**src/rtl/core/shs_pkg.sv**
```systemverilog
// shared types and constants of the salted word string hash
package shs_pkg;

	localparam int WORD_W     = 64;
	localparam int HALF_W     = 32;
	localparam int COUNT_W    = 4;
	localparam int HASH_W     = 32;
	localparam int ADDR_W     = 4;
	localparam int ROT_X      = 12;
	localparam int ROT_Y      = 45;
	localparam int MIX_SHIFT  = 3;
	localparam int HASH_SHIFT = 32;
	localparam int QUEUE_DEPTH = 2;

	localparam logic [WORD_W-1:0] FOLD_RESET = 64'h61C8_8646_80B5_83EB;

	localparam logic REG_SALT = 1'b0;
	localparam logic REG_FOLD = 1'b1;

	typedef struct packed {
		logic [WORD_W-1:0] word;
		logic              full;
		logic              ends;
	} shs_item_t;

	typedef struct packed {
		logic              start;
		logic [WORD_W-1:0] x;
		logic [WORD_W-1:0] y;
	} shs_fold_req_t;

	typedef enum logic [1:0] {
		FOLD_IDLE,
		FOLD_MUL,
		FOLD_DONE
	} shs_fold_state_t;

endpackage

```
**src/rtl/core/shs_front.sv**
```systemverilog
// front end: saturates the byte count, masks tail bytes and marks string ends
module shs_front (
	input  logic [shs_pkg::WORD_W-1:0]  word,
	input  logic [shs_pkg::COUNT_W-1:0] byte_count,
	input  logic                        last,
	output shs_pkg::shs_item_t          item
);

	logic [shs_pkg::WORD_W-1:0] mask;
	logic                       full;

	// eight or more bytes is a full word
	assign full = byte_count[shs_pkg::COUNT_W-1];

	always_comb begin
		for (int i = 0; i < shs_pkg::WORD_W / 8; i++) begin
			mask[i*8 +: 8] = (full || (i < int'(byte_count[shs_pkg::COUNT_W-2:0]))) ?
				8'hFF : 8'h00;
		end
	end

	always_comb begin
		item.word = word & mask;
		item.full = full;
		item.ends = full ? last : 1'b1;
	end

endmodule

```
**src/rtl/core/shs_queue.sv**
```systemverilog
// short item queue between the front end and the mixing engine
module shs_queue (
	input  logic               clk,
	input  logic               arst_n,
	input  logic               push,
	input  shs_pkg::shs_item_t push_item,
	output logic               full,
	input  logic               pop,
	output logic               not_empty,
	output shs_pkg::shs_item_t head_item
);

	localparam int PtrW = (shs_pkg::QUEUE_DEPTH > 1) ? $clog2(shs_pkg::QUEUE_DEPTH) : 1;
	localparam int CntW = $clog2(shs_pkg::QUEUE_DEPTH + 1);
	localparam logic [PtrW-1:0] LastPtr = PtrW'(shs_pkg::QUEUE_DEPTH - 1);

	shs_pkg::shs_item_t entry_q [shs_pkg::QUEUE_DEPTH];
	logic [PtrW-1:0]    wr_ptr_q;
	logic [PtrW-1:0]    rd_ptr_q;
	logic [CntW-1:0]    count_q;
	logic               do_push;
	logic               do_pop;

	assign full      = (count_q == CntW'(shs_pkg::QUEUE_DEPTH));
	assign not_empty = (count_q != '0);
	assign head_item = entry_q[rd_ptr_q];
	assign do_push   = push && !full;
	assign do_pop    = pop && not_empty;

	always_ff @(posedge clk or negedge arst_n) begin
		if (!arst_n) begin
			wr_ptr_q <= '0;
			rd_ptr_q <= '0;
			count_q  <= '0;
		end else begin
			if (do_push) begin
				wr_ptr_q <= (wr_ptr_q == LastPtr) ? '0 : wr_ptr_q + 1'b1;
			end
			if (do_pop) begin
				rd_ptr_q <= (rd_ptr_q == LastPtr) ? '0 : rd_ptr_q + 1'b1;
			end
			if (do_push && !do_pop) begin
				count_q <= count_q + 1'b1;
			end else if (do_pop && !do_push) begin
				count_q <= count_q - 1'b1;
			end
		end
	end

	always_ff @(posedge clk) begin
		if (do_push) begin
			entry_q[wr_ptr_q] <= push_item;
		end
	end

endmodule

```
**src/rtl/core/shs_back.sv**
```systemverilog
// mixing engine: one full word mixed or one tail folded in per cycle; a string end waits while the fold unit is busy
module shs_back (
	input  logic                       clk,
	input  logic                       arst_n,
	input  logic [shs_pkg::WORD_W-1:0] salt,
	input  logic                       item_valid,
	input  shs_pkg::shs_item_t         item,
	input  logic                       fold_idle,
	output logic                       item_pop,
	output shs_pkg::shs_fold_req_t     fold_req
);

	localparam int W = shs_pkg::WORD_W;

	logic [W-1:0] x_q;
	logic [W-1:0] y_q;
	logic         start_q;
	logic [W-1:0] x0, y0, xa, yb, xr, xs, yr, ym;
	logic [W-1:0] x_new, y_new;

	always_comb begin
		x0 = start_q ? '0 : x_q;
		y0 = start_q ? salt : y_q;
		xa = x0 ^ item.word;
		yb = y0 ^ xa;
		xr = {xa[W-1-shs_pkg::ROT_X:0], xa[W-1:W-shs_pkg::ROT_X]};
		xs = xr + yb;
		yr = {yb[W-1-shs_pkg::ROT_Y:0], yb[W-1:W-shs_pkg::ROT_Y]};
		// times nine
		ym = (yr << shs_pkg::MIX_SHIFT) + yr;
		x_new = item.full ? xs : xa;
		y_new = item.full ? ym : y0;
	end

	// a string end waits until the fold unit is free
	assign item_pop = item_valid && (!item.ends || fold_idle);

	always_comb begin
		fold_req.start = item_pop && item.ends;
		fold_req.x     = x_new;
		fold_req.y     = y_new;
	end

	always_ff @(posedge clk or negedge arst_n) begin
		if (!arst_n) begin
			start_q <= 1'b1;
		end else if (item_pop) begin
			start_q <= item.ends;
		end
	end

	always_ff @(posedge clk) begin
		if (item_pop) begin
			x_q <= x_new;
			y_q <= y_new;
		end
	end

endmodule

```
**src/rtl/core/shs_fold.sv**
```systemverilog
// final fold on one shared 32x32 multiplier, with the output register
module shs_fold (
	input  logic                        clk,
	input  logic                        arst_n,
	input  logic [shs_pkg::WORD_W-1:0]  mult,
	input  shs_pkg::shs_fold_req_t      req,
	output logic                        idle,
	output logic [shs_pkg::HASH_W-1:0]  hash,
	output logic                        hash_valid,
	input  logic                        hash_stall
);

	localparam int W = shs_pkg::WORD_W;
	localparam int H = shs_pkg::HALF_W;

	shs_pkg::shs_fold_state_t state_q, state_d;

	logic [2:0]                  step_q;
	logic [1:0]                  sub;
	logic                        pass;
	logic [W-1:0]                a_q;
	logic [W-1:0]                y_q;
	logic [W-1:0]                acc_q;
	logic [W-1:0]                prod_q;
	logic [shs_pkg::HASH_W-1:0]  res_q;
	logic [shs_pkg::HASH_W-1:0]  hash_q;
	logic                        hash_valid_q;
	logic [H-1:0]                op_a, op_b;
	logic [W-1:0]                low;
	logic                        load_out;
	logic                        take_job;

	assign sub  = step_q[1:0];
	assign pass = step_q[2];

	// low half of a times mult from three partial products
	always_comb begin
		op_a = (sub[1]) ? a_q[W-1:H] : a_q[H-1:0];
		op_b = (sub == 2'd1) ? mult[W-1:H] : mult[H-1:0];
		low  = {acc_q[W-1:H] + prod_q[H-1:0], acc_q[H-1:0]};
	end

	always_comb begin
		state_d  = state_q;
		load_out = 1'b0;
		take_job = 1'b0;
		unique case (state_q)
			shs_pkg::FOLD_IDLE: begin
				if (req.start) begin
					take_job = 1'b1;
					state_d  = shs_pkg::FOLD_MUL;
				end
			end
			shs_pkg::FOLD_MUL: begin
				if (step_q == 3'd7) begin
					state_d = shs_pkg::FOLD_DONE;
				end
			end
			shs_pkg::FOLD_DONE: begin
				if (!hash_valid_q || !hash_stall) begin
					load_out = 1'b1;
					state_d  = shs_pkg::FOLD_IDLE;
				end
			end
			default: begin
				state_d = shs_pkg::FOLD_IDLE;
			end
		endcase
	end

	always_ff @(posedge clk or negedge arst_n) begin
		if (!arst_n) begin
			state_q <= shs_pkg::FOLD_IDLE;
		end else begin
			state_q <= state_d;
		end
	end

	always_ff @(posedge clk or negedge arst_n) begin
		if (!arst_n) begin
			step_q       <= '0;
			hash_valid_q <= 1'b0;
		end else begin
			if (take_job) begin
				step_q <= '0;
			end else if (state_q == shs_pkg::FOLD_MUL) begin
				step_q <= step_q + 1'b1;
			end
			if (load_out) begin
				hash_valid_q <= 1'b1;
			end else if (!hash_stall) begin
				hash_valid_q <= 1'b0;
			end
		end
	end

	always_ff @(posedge clk) begin
		if (take_job) begin
			a_q <= req.x;
			y_q <= req.y;
		end else if (state_q == shs_pkg::FOLD_MUL) begin
			prod_q <= op_a * op_b;
			priority case (sub)
				2'd1: acc_q <= prod_q;
				2'd2: acc_q[W-1:H] <= acc_q[W-1:H] + prod_q[H-1:0];
				2'd3: begin
					if (!pass) begin
						a_q <= y_q ^ low;
					end else begin
						res_q <= low[shs_pkg::HASH_SHIFT +: shs_pkg::HASH_W];
					end
				end
				default: begin
				end
			endcase
		end
		if (load_out) begin
			hash_q <= res_q;
		end
	end

	assign idle       = (state_q == shs_pkg::FOLD_IDLE);
	assign hash       = hash_q;
	assign hash_valid = hash_valid_q;

endmodule

```
**src/rtl/core/salted_word_string_hash.sv**
```systemverilog
// top level of the salted word string hash
// Takes one string word per cycle while word_stall is low: a full word is mixed,
// a tail is folded in the same way, so words of a string stream at one item per
// clock while the queue has room. A string end starts the final fold on one
// shared 32x32 multiplier: two 64-bit products in turn, then a load of the output
// register once it is free. A second string end reaching the mixing engine while
// the fold unit is still busy waits there; a two-item queue keeps the input open
// meanwhile. salt and fold_multiplier sit at byte addresses 0 and 8.
module salted_word_string_hash (
	input  logic                        clk,
	input  logic                        arst_n,
	input  logic [shs_pkg::WORD_W-1:0]  word,
	input  logic [shs_pkg::COUNT_W-1:0] byte_count,
	input  logic                        last,
	input  logic                        word_valid,
	output logic                        word_stall,
	output logic [shs_pkg::HASH_W-1:0]  hash,
	output logic                        hash_valid,
	input  logic                        hash_stall,
	input  logic                        psel,
	input  logic                        penable,
	input  logic                        pwrite,
	input  logic [shs_pkg::ADDR_W-1:0]  paddr,
	input  logic [shs_pkg::WORD_W-1:0]  pwdata,
	output logic [shs_pkg::WORD_W-1:0]  prdata,
	output logic                        pready
);

	logic [shs_pkg::WORD_W-1:0] salt_q;
	logic [shs_pkg::WORD_W-1:0] fold_mult_q;
	logic                       reg_sel;

	shs_pkg::shs_item_t     front_item;
	shs_pkg::shs_item_t     head_item;
	shs_pkg::shs_fold_req_t fold_req;
	logic                   queue_full;
	logic                   queue_not_empty;
	logic                   item_pop;
	logic                   fold_idle;

	// registers
	assign pready  = 1'b1;
	assign reg_sel = paddr[shs_pkg::ADDR_W-1];
	assign prdata  = (reg_sel == shs_pkg::REG_FOLD) ? fold_mult_q : salt_q;

	always_ff @(posedge clk or negedge arst_n) begin
		if (!arst_n) begin
			salt_q      <= '0;
			fold_mult_q <= shs_pkg::FOLD_RESET;
		end else if (psel && penable && pwrite && pready) begin
			unique case (reg_sel)
				shs_pkg::REG_SALT: salt_q      <= pwdata;
				shs_pkg::REG_FOLD: fold_mult_q <= pwdata;
				default: begin
				end
			endcase
		end
	end

	shs_front u_front (
		.word       (word),
		.byte_count (byte_count),
		.last       (last),
		.item       (front_item)
	);

	shs_queue u_queue (
		.clk       (clk),
		.arst_n    (arst_n),
		.push      (word_valid),
		.push_item (front_item),
		.full      (queue_full),
		.pop       (item_pop),
		.not_empty (queue_not_empty),
		.head_item (head_item)
	);

	assign word_stall = queue_full;

	shs_back u_back (
		.clk        (clk),
		.arst_n     (arst_n),
		.salt       (salt_q),
		.item_valid (queue_not_empty),
		.item       (head_item),
		.fold_idle  (fold_idle),
		.item_pop   (item_pop),
		.fold_req   (fold_req)
	);

	shs_fold u_fold (
		.clk        (clk),
		.arst_n     (arst_n),
		.mult       (fold_mult_q),
		.req        (fold_req),
		.idle       (fold_idle),
		.hash       (hash),
		.hash_valid (hash_valid),
		.hash_stall (hash_stall)
	);

endmodule

```
**config.mk**
```make
export PLATFORM = sky130hd
export DESIGN_NAME = salted_word_string_hash
export DESIGN_NICKNAME = d
export VERILOG_FILES = /design/src/rtl/core/shs_pkg.sv /design/src/rtl/core/shs_front.sv /design/src/rtl/core/shs_queue.sv /design/src/rtl/core/shs_back.sv /design/src/rtl/core/shs_fold.sv /design/src/rtl/core/salted_word_string_hash.sv
export SDC_FILE = /design/constraint.sdc
export NUM_CORES = 2
export LEC_CHECK = 0
export BUFFER_PORTS_ARGS = -buffer_cell sky130_fd_sc_hd__buf_4
export CORE_UTILIZATION = 40
export DETAILED_ROUTE_END_ITERATION = 6
export GPL_TIMING_DRIVEN = 0
export PLACE_DENSITY = 0.63
export SLEW_MARGIN = 20
export SYNTH_ARGS = -nofsm -noshare
export SYNTH_HDL_FRONTEND = slang
export SYNTH_SLANG_ARGS = --single-unit
```
**constraint.sdc**
```tcl
create_clock -name clk -period 13 [get_ports clk]
set_clock_uncertainty 0.1 [all_clocks]
set_input_delay 1.95 -clock clk [delete_from_list [all_inputs] [get_ports clk]]
set_output_delay 1.95 -clock clk [all_outputs]
set_load 0.01 [all_outputs]
```
==> reports/results.ini <==
[outcome]
status=finished, violations left
violations=DRC

[clock_tree]
path_clk_slew_ns=0.06
holdBufCountCts=0
worstSkewPairLatency_ns=0.77
clockBufferDepth=3
ctsHtreeMaxLevel=3
numClockSinks=719
cts_setup_buffers=0
cts-root-buf=clkbuf_16
numCtsBuffers=86
cts_tree=yes

[logic_synthesis]
synth_simple_gate_area_share_pct=11.2
yosys.area.top_type=fa_1
syn_avg_cell_area_sq_um=10.3
synth_top_area_share_pct=25.2
ys_async_sr_fraction_pct=19.3
synthAdderAreaFrac_pct=32.6
syn-num-nets=8391
ys_seq_elements=719
synth_enable_flop_cells=580
syn_area_sq_um=71400
synth_most_common_cell=inv_1
syn_inst=6926
yosysSeqAreaShare_pct=29.3
synth_common_cells=inv_1 (922), fa_1 (899), nor2_1 (736), nand2_1 (711), edfxtp_1 (580)
synth_compound_area_share_pct=7.71
netlist-cell-type-count=90
synth_ff_type=edfxtp_1
synth_top_family_by_area=adder cells
synthTopCellsByArea=fa_1 (25%), edfxtp_1 (24%), ha_1 (7.4%)
synth-xor-area-share_pct=4.95
synth_warnings=0
synth_mux_area_share_pct=7.73

[setup_path]
cp-startpoint=u_fold.step_q[1]
critPathSlowestCell=mux2i_1
worst-endpoint-required_ns=13.39
cpPeakStageDelay_ns=0.92
start_kind=register
cp_common_cell=fa_1
crit_path_end_kind=register
cp.arrival_ns=13.26
path_max_fanout=19
path_class=register to register
r2r_start=u_fold.step_q[1]

[global_routing]
antenna_found_initial=28
grt.overflow.total=0
grt_start_max_net_pins=86
grt_pass1_wl_microns=449000
grt_usage_pct=36.3
grt_pass1_vias=56000

[detailed_routing]
drc_errors=2
ant_nets=0
drt_iter0_markers=7219
wire_per_inst_microns=33.6
wl_microns=327000
first_pass_iters=7
via_per_inst=5.82
via_count=56600

[timing]
rsz0062_at_grt=false
tightest_slew_ns=1.33
setup_tns_ns=0
fmax_mhz=77.7
finalSetupViolCount=0
hold_viol_final=0
period_share_pct=99.0
period_minus_slack_ns=12.88
slew_viol_final=0
relSlewSlack_pct=11.5

[finish]
fin_cells=9713
area_growth_pct=12.6
fin_util_pct=45.5
drive_above_1_share_pct=12.3
design_area_sq_um=80500
fin_nets=8752

[placed_design]
place.gp.congestion=1.11
dpl_cell_area_sq_um=77400
dp_cells=9541
io_buffers=238
dpl.hpwl_microns=271000

[worst_hold_path]
hp-class=register to register
worstHoldStart=u_fold.res_q[7]

[floorplan]
die_y_microns=425
dieWidth_microns=425
num_io_pins=243
die_area_sq_um=180000
rows=154
initial_core_util_pct=40.4
core_area_sq_um=177000

[flow_run]
maxCapViolCount=0

-- logic make-up after synthesis --
logic type      after synthesis
fa+ha+maj                  1321
simple gates               1859
mux                         514
xor+xnor                    402
flops                       719
compound gates              865
buf+inv                    1245
other cells                   1
-- layer usage --
layer	GRT usage, %	share of wire [%]
met1	50.2	41
met2	49.1	39
met3	15.0	15
met4	16.0	5.3
met5	1.22	0.11
-- final timing paths --
path	endpoint	slack, ns	depth (start not counted)
worst max register to register	u_fold.prod_q[62]	0.12	32
max in group asynchronous	fold_mult_q[54]	10.79	2
worst min register to register	u_fold.hash[7]	0.32	0
min in group asynchronous	u_queue.rd_ptr_q	1.00	1
worst max-delay path	u_fold.prod_q[62]	0.12	32
worst min-delay path	u_fold.hash[7]	0.32	0
-- layout by cell type, fill, tap and decap left out, types with 35 or more instances in the layout --
| cell | n |
|---|---|
| a21o_1 | 137 |
| a21oi_1 | 286 |
| buf_4 | 243 |
| clkbuf_1 | 243 |
| clkbuf_16 | 87 |
| clkbuf_2 | 35 |
| dfrtp_1 | 111 |
| edfxtp_1 | 580 |
| fa_1 | 899 |
| ha_1 | 422 |
| inv_1 | 920 |
| mux2_2 | 299 |
| mux2i_1 | 171 |
| nand2_1 | 711 |
| nand3_1 | 53 |
| nand4_1 | 54 |
| nor2_1 | 734 |
| nor2b_1 | 134 |
| o21ai_0 | 172 |
| xnor2_1 | 278 |
| xor2_1 | 111 |
-- timing repair --
action	in CTS	in global routing
gates resized for setup	4	19
gates cloned	0	0
endpoints found under the setup margin	16	7
-- flip-flops by register name (all words and copies together) (netlist names) --
| signal | count |
|---|---|
| u_queue.entry_q | 132 |
| u_fold.prod_q | 64 |
| u_fold.acc_q | 64 |
| fold_mult_q | 64 |
| u_back.y_q | 64 |
| u_queue.wr_ptr_q | 1 |
| u_back.start_q | 1 |
| salt_q | 64 |
| u_fold.hash_valid | 1 |
| u_fold.hash | 32 |
| u_queue.count_q | 2 |
| u_fold.a_q | 64 |
| u_fold.state_q | 2 |
| u_back.x_q | 64 |
| u_queue.rd_ptr_q | 1 |
| u_fold.res_q | 32 |
| u_fold.y_q | 64 |
| u_fold.step_q | 3 |
-- per-stage QoR --
step	hold slack [ns]	worst slack [ns]
2_1_floorplan	0.300	3.20
6_report	0.320	0.124
3_5_place_dp	0.306	-0.907
4_1_cts	0.318	0.101
3_3_place_gp	0.304	-0.953
5_1_grt	0.322	0.0545
-- worst max-delay path, delay by kind of cell (launching register included) --
kind            cells  cell delay, ns
fa+ha+maj          10            5.21
buf+inv             9            2.57
compound gates      6            2.21
mux                 1            0.92
simple gates        5            0.70
xor+xnor            1            0.45
flops               1            0.42
-- area by class of cell --
type | count | area [sq um]
inverters | 922 | 3470
repair buffers | 275 | 2470
fillers | 16700 | 96200
diodes | 12 | 30.0
clock buffers | 104 | 2280
well taps | 2340 | 2930
multi-input cells | 4962 | 46300
flip-flops and latches | 719 | 20900
plain buffers | 321 | 1310
clock inverters | 58 | 724
Power is not shown: default switching activity piles up to over one toggle a cycle in this logic, so the estimate is an artifact.
